$ cat src/hw/rtl/lph_pkg.sv
// Shared types and constants of the landmark pair hasher.
package lph_pkg;

    // Result field widths.
    localparam int KEY_W = 27;
    localparam int SEC_W = 17;

    // Configuration register widths.
    localparam int FGAP_W     = 12;
    localparam int TGAP_W     = 16;
    localparam int PAIRS_W    = 4;
    localparam int CFG_IDX_W  = 3;
    localparam int CFG_DATA_W = 16;

    // Configuration register indexes.
    localparam logic [CFG_IDX_W-1:0] CFG_MIN_FREQ_GAP = CFG_IDX_W'(0);
    localparam logic [CFG_IDX_W-1:0] CFG_MAX_FREQ_GAP = CFG_IDX_W'(1);
    localparam logic [CFG_IDX_W-1:0] CFG_MIN_GAP_MS   = CFG_IDX_W'(2);
    localparam logic [CFG_IDX_W-1:0] CFG_MAX_GAP_MS   = CFG_IDX_W'(3);
    localparam logic [CFG_IDX_W-1:0] CFG_MAX_PAIRS    = CFG_IDX_W'(4);

    // Configuration reset values.
    localparam logic [FGAP_W-1:0]  RST_MIN_FREQ_GAP = FGAP_W'(10);
    localparam logic [FGAP_W-1:0]  RST_MAX_FREQ_GAP = FGAP_W'(20);
    localparam logic [TGAP_W-1:0]  RST_MIN_GAP_MS   = TGAP_W'(200);
    localparam logic [TGAP_W-1:0]  RST_MAX_GAP_MS   = TGAP_W'(1000);
    localparam logic [PAIRS_W-1:0] RST_MAX_PAIRS    = PAIRS_W'(7);

    // Key weights: key = f1 * F1_MULT + f2 * F2_MULT + (dt >> DT_SHIFT).
    localparam int F1_MULT  = 20000;
    localparam int F2_MULT  = 100;
    localparam int DT_SHIFT = 2;

    // Milliseconds to seconds: t / 1000 = ((t >> 3) * SEC_RECIP) >> 36,
    // exact for every t below 2**32.
    localparam int SEC_PRE_SHIFT  = 3;
    localparam int SEC_NUM_W      = 29;
    localparam int SEC_RECIP_W    = 30;
    localparam int SEC_PROD_W     = SEC_NUM_W + SEC_RECIP_W;
    localparam int SEC_POST_SHIFT = 36;
    localparam logic [SEC_RECIP_W-1:0] SEC_RECIP = SEC_RECIP_W'(549755814);

    typedef struct packed {
        logic [FGAP_W-1:0]  min_freq_gap;
        logic [FGAP_W-1:0]  max_freq_gap;
        logic [TGAP_W-1:0]  min_gap_ms;
        logic [TGAP_W-1:0]  max_gap_ms;
        logic [PAIRS_W-1:0] max_pairs_per_anchor;
    } t_cfg;

    typedef struct packed {
        logic load;
        logic shift;
        logic wrap;
    } t_cell_ctl;

    typedef struct packed {
        logic             accept;
        logic [KEY_W-1:0] hash_key;
    } t_eval;

    typedef struct packed {
        logic [KEY_W-1:0] hash_key;
        logic [SEC_W-1:0] anchor_seconds;
        logic             pair_valid;
        logic             last_of_run;
        logic             end_of_stream;
    } t_result;

    typedef enum logic [1:0] {
        ST_IDLE,
        ST_CHECK,
        ST_WALK,
        ST_FLUSH
    } t_state;

endpackage

$ cat src/hw/rtl/lph_ifs.sv
// Handshake channel interfaces of the landmark pair hasher.
interface lph_peak_if #(
    parameter int FREQ_BITS = 12,
    parameter int TIME_BITS = 26
) ();
    logic                 valid;
    logic                 ready;
    logic [FREQ_BITS-1:0] peak_freq;
    logic [TIME_BITS-1:0] peak_time_ms;
    logic                 stream_end;

    modport source (output valid, output peak_freq, output peak_time_ms,
                    output stream_end, input ready);
    modport sink (input valid, input peak_freq, input peak_time_ms,
                  input stream_end, output ready);
endinterface

interface lph_hash_if ();
    import lph_pkg::*;
    logic             valid;
    logic             ready;
    logic [KEY_W-1:0] hash_key;
    logic [SEC_W-1:0] anchor_seconds;
    logic             pair_valid;
    logic             last_of_run;
    logic             end_of_stream;

    modport source (output valid, output hash_key, output anchor_seconds,
                    output pair_valid, output last_of_run, output end_of_stream,
                    input ready);
    modport sink (input valid, input hash_key, input anchor_seconds,
                  input pair_valid, input last_of_run, input end_of_stream,
                  output ready);
endinterface

interface lph_cfg_if ();
    import lph_pkg::*;
    logic                  valid;
    logic                  ready;
    logic [CFG_IDX_W-1:0]  cfg_index;
    logic [CFG_DATA_W-1:0] cfg_data;

    modport source (output valid, output cfg_index, output cfg_data, input ready);
    modport sink (input valid, input cfg_index, input cfg_data, output ready);
endinterface

$ cat src/hw/rtl/lph_cell.sv
// One window cell: holds a peak and passes it to its lower neighbor.
module lph_cell #(
    parameter int DATA_W = 38
) (
    input  logic                 i_clk,
    input  lph_pkg::t_cell_ctl   i_ctl,
    input  logic [DATA_W-1:0]    i_load_data,
    input  logic [DATA_W-1:0]    i_next_data,
    input  logic [DATA_W-1:0]    i_wrap_data,
    output logic [DATA_W-1:0]    o_data
);

    logic [DATA_W-1:0] r_data;

    // A load takes a new peak; a shift takes the upper neighbor, or the
    // bottom cell's peak when this cell closes the rotation ring.
    always_ff @(posedge i_clk) begin
        if (i_ctl.load) begin
            r_data <= i_load_data;
        end else if (i_ctl.shift) begin
            r_data <= i_ctl.wrap ? i_wrap_data : i_next_data;
        end
    end

    assign o_data = r_data;

endmodule

$ cat src/hw/rtl/lph_pair_eval.sv
// Pair test and key formation for one anchor and one follower peak.
module lph_pair_eval #(
    parameter int FREQ_BITS = 12,
    parameter int TIME_BITS = 26
) (
    input  lph_pkg::t_cfg                    i_cfg,
    input  logic [FREQ_BITS-1:0]             i_anc_freq,
    input  logic [TIME_BITS-1:0]             i_anc_time,
    input  logic [lph_pkg::KEY_W-1:0]        i_anc_base,
    input  logic [FREQ_BITS-1:0]             i_fol_freq,
    input  logic [TIME_BITS-1:0]             i_fol_time,
    input  logic [FREQ_BITS-1:0]             i_prev_freq,
    input  logic [FREQ_BITS-1:0]             i_last_freq,
    input  logic [lph_pkg::PAIRS_W-1:0]      i_accepted,
    output lph_pkg::t_eval                   o_eval
);
    import lph_pkg::*;

    localparam int FG_W = (FREQ_BITS > FGAP_W) ? FREQ_BITS : FGAP_W;

    logic [FREQ_BITS-1:0] fgap;
    logic [FG_W-1:0]      fgap_x;
    logic [TIME_BITS-1:0] dt;
    logic                 fgap_ok;
    logic                 dt_ok;
    logic                 order_ok;
    logic                 cnt_ok;
    logic                 dup;
    logic [KEY_W-1:0]     f2_term;
    logic [KEY_W-1:0]     dt_term;

    always_comb begin
        fgap     = (i_anc_freq >= i_fol_freq) ? (i_anc_freq - i_fol_freq)
                                              : (i_fol_freq - i_anc_freq);
        fgap_x   = FG_W'(fgap);
        fgap_ok  = (fgap_x >= FG_W'(i_cfg.min_freq_gap)) &&
                   (fgap_x <= FG_W'(i_cfg.max_freq_gap));
        order_ok = (i_fol_time >= i_anc_time);
        dt       = i_fol_time - i_anc_time;
        dt_ok    = (dt >= TIME_BITS'(i_cfg.min_gap_ms)) &&
                   (dt <= TIME_BITS'(i_cfg.max_gap_ms));
        cnt_ok   = (i_accepted < i_cfg.max_pairs_per_anchor);
        // Same anchor frequency as last time and same partner as the last pair.
        dup      = (i_anc_freq == i_prev_freq) && (i_fol_freq == i_last_freq);

        f2_term  = KEY_W'(i_fol_freq) * KEY_W'(F2_MULT);
        dt_term  = KEY_W'(dt >> DT_SHIFT);

        o_eval.accept   = cnt_ok && fgap_ok && order_ok && dt_ok && !dup;
        o_eval.hash_key = i_anc_base + f2_term + dt_term;
    end

endmodule

$ cat src/hw/rtl/landmark_pair_hasher_core.sv
// Top level of the landmark pair hasher: peak window, pair walk and result path.
//
// The block takes spectral peaks (frequency bin, time in ms) one item at a
// time and keeps them in a chain of WINDOW+1 cells. When the chain is full,
// the bottom cell is the anchor: it is latched together with its key base
// (f1*20000) and its whole seconds, the chain drops it, and the remaining
// followers then rotate through the bottom cell, one per cycle while the
// result path has room, where a single pair evaluator tests frequency gap,
// time gap, pair budget and the duplicate rule. Each accepted pair leaves as
// one result item with key = f1*20000 + f2*100 + dt/4 (low 27 bits). On a
// peak marked stream_end, every anchor left in the chain is walked the same
// way and a bare end-of-stream item closes the run; the chain and the
// duplicate history are then cleared, while the configuration keeps its
// values. last_of_run marks the final result item that one input item
// causes; an item that causes none produces nothing. A peak that does not
// fill the chain passes through accept, check and finish. A peak that fills
// it also walks the anchor: each of the WINDOW followers passes once through
// the bottom cell in the rotation, between the walk's entry and exit. On
// stream end each remaining anchor is walked in the same way before the end
// marker. A stalled result port pauses the walk when a second pending result
// would have nowhere to go; one finished result waits in the output register
// while the next is produced. Configuration writes are taken only while the
// block is idle.
module landmark_pair_hasher_core #(
    parameter int WINDOW    = 8,
    parameter int FREQ_BITS = 12,
    parameter int TIME_BITS = 26
) (
    input  logic        i_clk,
    input  logic        i_rst_n,
    lph_peak_if.sink    i_peak,
    lph_hash_if.source  o_hash,
    lph_cfg_if.sink     i_cfg
);
    import lph_pkg::*;

    localparam int PEAK_W = FREQ_BITS + TIME_BITS;
    localparam int HELD_W = $clog2(WINDOW + 2);

    // Control state.
    t_state                r_state;
    t_state                n_state;
    logic [HELD_W-1:0]     r_held;
    logic [HELD_W-1:0]     r_step;
    logic                  r_end;
    logic [PAIRS_W-1:0]    r_accepted;
    logic [FREQ_BITS-1:0]  r_prev_freq;
    logic [FREQ_BITS-1:0]  r_last_freq;
    t_cfg                  r_cfg;

    // Anchor latched at the start of a walk.
    logic [FREQ_BITS-1:0]  r_anc_freq;
    logic [TIME_BITS-1:0]  r_anc_time;
    logic [KEY_W-1:0]      r_anc_base;
    logic [SEC_W-1:0]      r_anc_sec;

    // Result path: one pending result and the output register.
    t_result               r_pend;
    logic                  r_pend_valid;
    t_result               r_out;
    logic                  r_out_valid;

    // Cell chain.
    logic [PEAK_W-1:0]     cell_q [WINDOW+1];
    t_cell_ctl             cell_ctl [WINDOW+1];
    logic [PEAK_W-1:0]     load_data;
    logic [FREQ_BITS-1:0]  fol_freq;
    logic [TIME_BITS-1:0]  fol_time;

    // Per-cycle decisions.
    logic                  peak_acc;
    logic                  out_free;
    logic                  can_take;
    logic                  window_full;
    logic                  walk_due;
    logic                  walk_done;
    logic                  start_walk;
    logic                  end_walk;
    logic                  rotate;
    logic                  res_new;
    logic                  res_take;
    logic                  clear_stream;
    logic                  flush;
    logic                  pend_move;
    t_result               res_data;
    t_eval                 ev;
    logic [HELD_W-1:0]     held_top;

    logic [SEC_NUM_W-1:0]  sec_num;
    logic [SEC_PROD_W-1:0] sec_prod;

    assign peak_acc    = i_peak.valid && i_peak.ready;
    assign out_free    = !r_out_valid || o_hash.ready;
    assign can_take    = !r_pend_valid || out_free;
    assign window_full = (r_held == HELD_W'(WINDOW + 1));
    assign walk_due    = window_full || (r_end && (r_held != '0));
    assign walk_done   = (r_step == r_held);
    assign held_top    = r_held - 1'b1;

    assign load_data = {i_peak.peak_freq, i_peak.peak_time_ms};
    assign fol_freq  = cell_q[0][PEAK_W-1:TIME_BITS];
    assign fol_time  = cell_q[0][TIME_BITS-1:0];

    // The chain: cell k hands its peak down to cell k-1. The top cell has no
    // upper neighbor and refeeds itself; during a walk the live cells form a
    // ring closed through the bottom cell.
    for (genvar k = 0; k <= WINDOW; k++) begin : g_cell
        logic [PEAK_W-1:0] next_data;

        if (k == WINDOW) begin : g_top
            assign next_data = cell_q[k];
        end else begin : g_mid
            assign next_data = cell_q[k+1];
        end

        always_comb begin
            cell_ctl[k].load  = peak_acc && (r_held == HELD_W'(k));
            cell_ctl[k].shift = start_walk || (rotate && (HELD_W'(k) < r_held));
            cell_ctl[k].wrap  = rotate && (HELD_W'(k) == held_top);
        end

        lph_cell #(
            .DATA_W (PEAK_W)
        ) u_cell (
            .i_clk       (i_clk),
            .i_ctl       (cell_ctl[k]),
            .i_load_data (load_data),
            .i_next_data (next_data),
            .i_wrap_data (cell_q[0]),
            .o_data      (cell_q[k])
        );
    end

    lph_pair_eval #(
        .FREQ_BITS (FREQ_BITS),
        .TIME_BITS (TIME_BITS)
    ) u_eval (
        .i_cfg       (r_cfg),
        .i_anc_freq  (r_anc_freq),
        .i_anc_time  (r_anc_time),
        .i_anc_base  (r_anc_base),
        .i_fol_freq  (fol_freq),
        .i_fol_time  (fol_time),
        .i_prev_freq (r_prev_freq),
        .i_last_freq (r_last_freq),
        .i_accepted  (r_accepted),
        .o_eval      (ev)
    );

    // Anchor seconds by reciprocal multiplication, registered at walk start.
    always_comb begin
        sec_num  = SEC_NUM_W'(fol_time >> SEC_PRE_SHIFT);
        sec_prod = SEC_PROD_W'(sec_num) * SEC_PROD_W'(SEC_RECIP);
    end

    // Next state.
    always_comb begin
        n_state = r_state;
        case (r_state)
            ST_IDLE: begin
                if (peak_acc) begin
                    n_state = ST_CHECK;
                end
            end
            ST_CHECK: begin
                if (walk_due) begin
                    n_state = ST_WALK;
                end else if (r_end) begin
                    if (can_take) begin
                        n_state = ST_FLUSH;
                    end
                end else begin
                    n_state = ST_FLUSH;
                end
            end
            ST_WALK: begin
                if (walk_done) begin
                    n_state = ST_CHECK;
                end
            end
            ST_FLUSH: begin
                if (!r_pend_valid || out_free) begin
                    n_state = ST_IDLE;
                end
            end
            default: begin
                n_state = ST_IDLE;
            end
        endcase
    end

    // Control outputs of the sequencer.
    always_comb begin
        start_walk   = 1'b0;
        end_walk     = 1'b0;
        rotate       = 1'b0;
        res_new      = 1'b0;
        clear_stream = 1'b0;
        flush        = 1'b0;
        res_data     = '0;
        case (r_state)
            ST_IDLE: begin
            end
            ST_CHECK: begin
                if (walk_due) begin
                    start_walk = 1'b1;
                end else if (r_end) begin
                    // Bare end marker: zero key and seconds.
                    res_new                = 1'b1;
                    res_data.end_of_stream = 1'b1;
                    clear_stream           = can_take;
                end
            end
            ST_WALK: begin
                if (walk_done) begin
                    end_walk = 1'b1;
                end else begin
                    res_new                 = ev.accept;
                    res_data.hash_key       = ev.hash_key;
                    res_data.anchor_seconds = r_anc_sec;
                    res_data.pair_valid     = 1'b1;
                    rotate                  = !ev.accept || can_take;
                end
            end
            ST_FLUSH: begin
                flush = 1'b1;
            end
            default: begin
            end
        endcase
    end

    assign res_take  = res_new && can_take;
    assign pend_move = r_pend_valid && out_free && (res_new || flush);

    // Sequencer and walk registers.
    always_ff @(posedge i_clk) begin
        if (!i_rst_n) begin
            r_state     <= ST_IDLE;
            r_held      <= '0;
            r_step      <= '0;
            r_end       <= 1'b0;
            r_accepted  <= '0;
            r_prev_freq <= '0;
            r_last_freq <= '0;
        end else begin
            r_state <= n_state;
            if (peak_acc) begin
                r_held <= r_held + 1'b1;
                r_end  <= i_peak.stream_end;
            end else if (start_walk) begin
                r_held <= held_top;
            end else if (clear_stream) begin
                r_held <= '0;
                r_end  <= 1'b0;
            end
            if (start_walk) begin
                r_step     <= '0;
                r_accepted <= '0;
            end else if (rotate) begin
                r_step <= r_step + 1'b1;
                if (ev.accept) begin
                    r_accepted <= r_accepted + 1'b1;
                end
            end
            if (clear_stream) begin
                r_last_freq <= '0;
            end else if (rotate && ev.accept) begin
                r_last_freq <= fol_freq;
            end
            if (clear_stream) begin
                r_prev_freq <= '0;
            end else if (end_walk) begin
                r_prev_freq <= r_anc_freq;
            end
        end
    end

    // Anchor registers.
    always_ff @(posedge i_clk) begin
        if (start_walk) begin
            r_anc_freq <= fol_freq;
            r_anc_time <= fol_time;
            r_anc_base <= KEY_W'(fol_freq) * KEY_W'(F1_MULT);
            r_anc_sec  <= SEC_W'(sec_prod >> SEC_POST_SHIFT);
        end
    end

    // Result path. The pending result learns it is the last of its run only
    // when the sequencer finishes the item.
    always_ff @(posedge i_clk) begin
        if (!i_rst_n) begin
            r_pend_valid <= 1'b0;
            r_out_valid  <= 1'b0;
        end else begin
            if (res_take) begin
                r_pend_valid <= 1'b1;
            end else if (pend_move) begin
                r_pend_valid <= 1'b0;
            end
            if (pend_move) begin
                r_out_valid <= 1'b1;
            end else if (o_hash.ready) begin
                r_out_valid <= 1'b0;
            end
        end
    end

    always_ff @(posedge i_clk) begin
        if (res_take) begin
            r_pend <= res_data;
        end
        if (pend_move) begin
            r_out <= '{hash_key:       r_pend.hash_key,
                       anchor_seconds: r_pend.anchor_seconds,
                       pair_valid:     r_pend.pair_valid,
                       last_of_run:    flush,
                       end_of_stream:  r_pend.end_of_stream};
        end
    end

    // Configuration registers.
    always_ff @(posedge i_clk) begin
        if (!i_rst_n) begin
            r_cfg.min_freq_gap         <= RST_MIN_FREQ_GAP;
            r_cfg.max_freq_gap         <= RST_MAX_FREQ_GAP;
            r_cfg.min_gap_ms           <= RST_MIN_GAP_MS;
            r_cfg.max_gap_ms           <= RST_MAX_GAP_MS;
            r_cfg.max_pairs_per_anchor <= RST_MAX_PAIRS;
        end else if (i_cfg.valid && i_cfg.ready) begin
            case (i_cfg.cfg_index)
                CFG_MIN_FREQ_GAP: r_cfg.min_freq_gap <= FGAP_W'(i_cfg.cfg_data);
                CFG_MAX_FREQ_GAP: r_cfg.max_freq_gap <= FGAP_W'(i_cfg.cfg_data);
                CFG_MIN_GAP_MS:   r_cfg.min_gap_ms   <= i_cfg.cfg_data;
                CFG_MAX_GAP_MS:   r_cfg.max_gap_ms   <= i_cfg.cfg_data;
                CFG_MAX_PAIRS: begin
                    r_cfg.max_pairs_per_anchor <= PAIRS_W'(i_cfg.cfg_data);
                end
                default: begin
                end
            endcase
        end
    end

    assign i_peak.ready = (r_state == ST_IDLE);
    assign i_cfg.ready  = (r_state == ST_IDLE);

    assign o_hash.valid          = r_out_valid;
    assign o_hash.hash_key       = r_out.hash_key;
    assign o_hash.anchor_seconds = r_out.anchor_seconds;
    assign o_hash.pair_valid     = r_out.pair_valid;
    assign o_hash.last_of_run    = r_out.last_of_run;
    assign o_hash.end_of_stream  = r_out.end_of_stream;

`ifndef SYNTHESIS
    // A new peak always finds a free cell.
    a_room_for_peak: assert property (@(posedge i_clk) disable iff (!i_rst_n)
        peak_acc |-> (r_held <= HELD_W'(WINDOW)))
        else $error("peak accepted into a full cell chain");

    // The rotation never runs past the live followers.
    a_walk_step: assert property (@(posedge i_clk) disable iff (!i_rst_n)
        (r_state == ST_WALK) |-> (r_step <= r_held))
        else $error("walk step beyond follower count");

    // The pair budget of one anchor is never exceeded.
    a_pair_budget: assert property (@(posedge i_clk) disable iff (!i_rst_n)
        (r_state == ST_WALK) |-> (r_accepted <= r_cfg.max_pairs_per_anchor))
        else $error("anchor pair budget exceeded");

    // Every run has drained its pending result before the next item comes in.
    a_pend_drained: assert property (@(posedge i_clk) disable iff (!i_rst_n)
        (r_state == ST_FLUSH) && (n_state == ST_IDLE) |=> !r_pend_valid)
        else $error("pending result left behind at end of run");
`endif

endmodule
$ cat src/flat_wrapper.sv
// flat-port wrapper written by rule: the top's interface ports become plain ports
module landmark_pair_hasher_core_flat import lph_pkg::*;
#(
    parameter int WINDOW    = 8,
    parameter int FREQ_BITS = 12,
    parameter int TIME_BITS = 26
)
  (i_clk, i_rst_n, i_peak_valid, i_peak_peak_freq, i_peak_peak_time_ms, i_peak_stream_end, i_peak_ready, o_hash_valid, o_hash_hash_key, o_hash_anchor_seconds, o_hash_pair_valid, o_hash_last_of_run, o_hash_end_of_stream, o_hash_ready, i_cfg_valid, i_cfg_cfg_index, i_cfg_cfg_data, i_cfg_ready);
  lph_peak_if #(.FREQ_BITS(FREQ_BITS), .TIME_BITS(TIME_BITS)) i_peak_i ();
  lph_hash_if o_hash_i ();
  lph_cfg_if i_cfg_i ();
  input  logic i_clk;
  input  logic i_rst_n;
  input wire logic [$bits(i_peak_i.valid)-1:0] i_peak_valid;
  input wire logic [$bits(i_peak_i.peak_freq)-1:0] i_peak_peak_freq;
  input wire logic [$bits(i_peak_i.peak_time_ms)-1:0] i_peak_peak_time_ms;
  input wire logic [$bits(i_peak_i.stream_end)-1:0] i_peak_stream_end;
  output wire logic [$bits(i_peak_i.ready)-1:0] i_peak_ready;
  output wire logic [$bits(o_hash_i.valid)-1:0] o_hash_valid;
  output wire logic [$bits(o_hash_i.hash_key)-1:0] o_hash_hash_key;
  output wire logic [$bits(o_hash_i.anchor_seconds)-1:0] o_hash_anchor_seconds;
  output wire logic [$bits(o_hash_i.pair_valid)-1:0] o_hash_pair_valid;
  output wire logic [$bits(o_hash_i.last_of_run)-1:0] o_hash_last_of_run;
  output wire logic [$bits(o_hash_i.end_of_stream)-1:0] o_hash_end_of_stream;
  input wire logic [$bits(o_hash_i.ready)-1:0] o_hash_ready;
  input wire logic [$bits(i_cfg_i.valid)-1:0] i_cfg_valid;
  input wire logic [$bits(i_cfg_i.cfg_index)-1:0] i_cfg_cfg_index;
  input wire logic [$bits(i_cfg_i.cfg_data)-1:0] i_cfg_cfg_data;
  output wire logic [$bits(i_cfg_i.ready)-1:0] i_cfg_ready;
  assign i_peak_i.valid = i_peak_valid;
  assign i_peak_i.peak_freq = i_peak_peak_freq;
  assign i_peak_i.peak_time_ms = i_peak_peak_time_ms;
  assign i_peak_i.stream_end = i_peak_stream_end;
  assign i_peak_ready = i_peak_i.ready;
  assign o_hash_valid = o_hash_i.valid;
  assign o_hash_hash_key = o_hash_i.hash_key;
  assign o_hash_anchor_seconds = o_hash_i.anchor_seconds;
  assign o_hash_pair_valid = o_hash_i.pair_valid;
  assign o_hash_last_of_run = o_hash_i.last_of_run;
  assign o_hash_end_of_stream = o_hash_i.end_of_stream;
  assign o_hash_i.ready = o_hash_ready;
  assign i_cfg_i.valid = i_cfg_valid;
  assign i_cfg_i.cfg_index = i_cfg_cfg_index;
  assign i_cfg_i.cfg_data = i_cfg_cfg_data;
  assign i_cfg_ready = i_cfg_i.ready;
  landmark_pair_hasher_core #(.WINDOW(WINDOW), .FREQ_BITS(FREQ_BITS), .TIME_BITS(TIME_BITS)) u_core (.i_clk(i_clk), .i_rst_n(i_rst_n), .i_peak(i_peak_i), .o_hash(o_hash_i), .i_cfg(i_cfg_i));
endmodule
$ cat config.mk
export PLATFORM = sky130hd
export DESIGN_NAME = landmark_pair_hasher_core_flat
export DESIGN_NICKNAME = d
export VERILOG_FILES = /design/src/hw/rtl/lph_pkg.sv /design/src/hw/rtl/lph_ifs.sv /design/src/hw/rtl/lph_cell.sv /design/src/hw/rtl/lph_pair_eval.sv /design/src/hw/rtl/landmark_pair_hasher_core.sv /design/src/flat_wrapper.sv
export SDC_FILE = /design/constraint.sdc
export NUM_CORES = 2
export LEC_CHECK = 0
export ABC_CLOCK_PERIOD_IN_PS = 13900
export BUFFER_PORTS_ARGS = -buffer_cell sky130_fd_sc_hd__buf_4
export CAP_MARGIN = 25
export CORE_MARGIN = 4
export CORE_UTILIZATION = 39
export CTS_CLUSTER_DIAMETER = 50
export DETAILED_ROUTE_END_ITERATION = 8
export PLACE_DENSITY = 0.61
export RECOVER_POWER = 25
export SYNTH_ARGS = -nofsm -noshare
export SYNTH_HDL_FRONTEND = slang
export SYNTH_SLANG_ARGS = --single-unit
export TNS_END_PERCENT = 100
$ cat constraint.sdc
create_clock -name i_clk -period 13.9 [get_ports i_clk]
set_clock_uncertainty 0.1 [all_clocks]
set_input_delay 2.085 -clock i_clk [delete_from_list [all_inputs] [get_ports i_clk]]
set_output_delay 2.085 -clock i_clk [all_outputs]
set_load 0.05 [all_outputs]
==> results.yml <==
outcome:
  outcome: "finished with violations"
  failed_checks: "capacitance limit, slew limit"
synth:
  yosysTopAreaCellShare_pct: 33.97
  ys_seq_area_share_pct: 38.48
  yosysUniqueCellTypes: 76
  synth_top_family_by_area: "adder cells"
  yosys-top-cells-count: "sky130_fd_sc_hd__inv_1, sky130_fd_sc_hd__edfxtp_1, sky130_fd_sc_hd__ha_1"
  synth_compound_gate_area_share_pct: 11.72
  post_synth_instance_area_um2: 44900
  postSynth.asyncResetShare_pct: 0
  synth_xor_area_share_pct: 2.474
  synth.avg_cell_area_um2: 10.04
  synth.mux.area_fraction_pct: 2.513
  synth-edff-count: 508
  synthesis.yosys.warnings: 0
  synth_largest_area_cell: "sky130_fd_sc_hd__edfxtp_1"
  synth_simple_gate_area_share_pct: 12.70
  synth_top_flop_cell: "sky130_fd_sc_hd__edfxtp_1"
  syn-instance-count: 4474
  ys_ff_latch: 609
  synth_nets: 5281
  synth.area.top_cells: "sky130_fd_sc_hd__edfxtp_1, sky130_fd_sc_hd__ha_1, sky130_fd_sc_hd__fa_1, sky130_fd_sc_hd__inv_1, sky130_fd_sc_hd__dfxtp_1"
  synth.most_common_cell: "sky130_fd_sc_hd__inv_1"
  synth_fa_ha_area_share_pct: 24.73
worst_setup_path:
  worstSetupPathType: "reg2reg"
  timing.critical_path.slowest_stage_cell: "sky130_fd_sc_hd__clkbuf_1"
  worst-path-buf-inv: 5
  setup.worst_path.end_class: "register"
  cp.arrival_ps: 9760
  category_of_cells_accounting_for_the_largest_share_of_critical_path_delay: "compound AO/OA/AOI/OAI gates"
  reg2reg_to: "u_core.g_cell[0].u_cell.o_data[19]"
  worst_setup_path_start_kind: "register"
  crit-reg2reg-launch: "u_core.g_cell[0].u_cell.o_data[27]"
  rr_worst_depth: 28
  r2r_setup_slack_ps: 4330
  cp.required_ps: 14090
  critical_path.max_fanout: 57
  cpPeakStageDelay_ps: 1090
pwr:
  leakagePower_uw: 0.02023
  power_density_normalized_to_cell_area_nw_per_um2: 227.8
  finalPower_uw: 11330
  ir_drop_mv: 0.3946
hold_path:
  whs_endpoint: "u_core.o_hash.hash_key[20]"
  hold_depth: 0
  timing.hold.worst.class: "reg2reg"
  launch_point_of_the_worst_hold_path: "u_core.r_pend[40]"
route:
  avgViaCountPerCell: 5.567
  route.detailed.wl_per_inst_um: 20.89
  drt_pass1_iterations: 5
  dr.first_iter.drc_count: 3056
  routed_wl_um: 125900
  drcViolationCount: 0
  drtAntennaViolNets: 0
  detailed_route_via_count: 33550
floorplan:
  dieWidth_um: 347.3
  die_y_um: 347.3
  design.portCount: 113
  core_region_area_um2: 114300
  placement_rows: 124
  initial_utilization_pct: 39.27
  die_area_um2: 120600
timing:
  timing.setup.tns_ps: 0
  fin_hold_ws_ps: 313.0
  max_freq_ghz: 0.1045
  slew_violations: 187
  setup_repair_after_global_routing_missed_its_margin: "false"
  worst-slew-pin-transition_ps: 4032
  final-hold-violation-count: 0
  finalSetupViolCount: 0
  fin_ws_ps: 4327
  post-route-min-period_ps: 9573
  finalCritPeriodShare_pct: 68.87
  max_slew_margin_pct: -168.8
cts:
  cts-hold-fix-buffers: 0
  cts_repair_resize_count: 0
  clk_transition_reported_paths_ps: 60
  clockBufferDepth: 3
  numCtsBuffers: 76
  cts_post_setup_buffers_inserted: 0
  clock_sink_count: 609
  tritoncts: "yes"
  clkLatencyLatePin_ps: 660
  clock-root-buffer: "sky130_fd_sc_hd__clkbuf_16"
  clock_tree.htree_level_count: 3
finish:
  layoutNonFillerInstCount: 6027
  regArea_um2: 17280
  post_route_cells_drive_above_1_share_pct: 8.992
  area.growth.synth_to_final_pct: 10.79
  final.fill_count: 10840
  antenna_cells_inserted: 0
  final_nets: 5262
  area_of_the_multi_input_gates_um2: 24460
placement:
  port_buffers: 112
  place_hpwl_um: 89080
  dpl_worst_slack_ps: 4711
  routabilityCongestion: 0.9011
  place_inst: 5887
global_routing:
  antenna_found_initial: 0
  grt_max_degree: 93
  grt_pass1_vias: 32970
  grt_first_pass_wirelength_um: 196500
  grt_use_total_pct: 20.55
  grt-ovfl-total: 0
run:
  max_cap_violations: 6
-- power by group --
group          switching, µW  internal [µW]  total [µW]
registers               48.9           2130        2180
logic                   4100           3030        7130
clock network            839           1180        2020
-- stage by stage --
step	instance area [µm²]	util (%)
global placement	47330	41.39
finish	49750	43.51
detailed placement	47390	41.44
global route	49750	43.51
floorplan	44900	-
CTS	49920	43.66
-- worst max path at each step --
stage                                       startpoint  depth (start not counted)                            endpoint
finish              u_core.g_cell[0].u_cell.o_data[27]                         28  u_core.g_cell[0].u_cell.o_data[19]
detailed placement  u_core.g_cell[0].u_cell.o_data[30]                         27  u_core.g_cell[0].u_cell.o_data[14]
CTS                 u_core.g_cell[0].u_cell.o_data[30]                         27  u_core.g_cell[0].u_cell.o_data[19]
global route        u_core.g_cell[0].u_cell.o_data[27]                         28  u_core.g_cell[0].u_cell.o_data[19]
floorplan           u_core.g_cell[0].u_cell.o_data[28]                         26     u_core.o_hash.anchor_seconds[0]
global placement    u_core.g_cell[0].u_cell.o_data[30]                         27  u_core.g_cell[0].u_cell.o_data[14]
-- worst register-to-register path, delay by kind of cell (launching register included) --
| family | cells | cell delay, ps |
|---|---|---|
| flops | 1 | 330 |
| fa+ha+maj | 2 | 820 |
| xor+xnor | 1 | 270 |
| buf+inv | 5 | 2610 |
| compound gates | 13 | 2750 |
| simple gates | 6 | 1980 |
| mux | 1 | 320 |
-- cell families after synthesis --
logic type                 Yosys count
xor gates and xnor gates           126
buffers and inverters              875
DFF                                609
adders and majority gates          744
AOI/OAI and AO/OA                  811
muxes                              103
and+or+nand+nor                   1206
-- placed cells by master (no fill, tap or decap), types with 80 or more instances in the layout --
cell | synthesis | layout
sky130_fd_sc_hd__a21oi_1 | 130 | 128
sky130_fd_sc_hd__a31oi_1 | 121 | 121
sky130_fd_sc_hd__buf_4 | 1 | 162
sky130_fd_sc_hd__dfxtp_1 | 101 | 101
sky130_fd_sc_hd__edfxtp_1 | 508 | 508
sky130_fd_sc_hd__fa_1 | 239 | 239
sky130_fd_sc_hd__ha_1 | 505 | 501
sky130_fd_sc_hd__inv_1 | 565 | 564
sky130_fd_sc_hd__nand2_1 | 362 | 357
sky130_fd_sc_hd__nand3_1 | 303 | 298
sky130_fd_sc_hd__nand4_1 | 142 | 142
sky130_fd_sc_hd__nor2_1 | 237 | 237
sky130_fd_sc_hd__o211ai_1 | 182 | 182
sky130_fd_sc_hd__o21ai_0 | 100 | 99
sky130_fd_sc_hd__o21ai_1 | 80 | 80
-- state kept, by name (all words and copies together) (netlist names), 12 cells and up --
name / count
u_core.r_anc_base: 18
u_core.g_cell.u_cell.o_data: 342
u_core.r_prev_freq: 12
u_core.o_hash.hash_key: 27
u_core.r_cfg: 60
u_core.o_hash.anchor_seconds: 17
u_core.r_pend: 46
u_core.r_last_freq: 12
u_core.r_anc_sec: 17
u_core.r_anc_time: 26
u_core.r_anc_freq: 12
-- area by class of cell --
type                       count  share of cell area (%)
clock inverter                48                   1.175
timing repair buffer         213                   2.928
tap                         1512                   3.803
inverter                     565                   4.266
multi-input combinational   2990                   49.17
clock buffer                  90                   3.929
sequential                   609                   34.73
-- routing by layer --
metal  wire length (µm)  track usage, %
met1              57040           29.75
met2              55860           31.66
met3              10260           4.026
met4               2741           5.179
met5                  0               0
(Power assumes the default switching activity.)
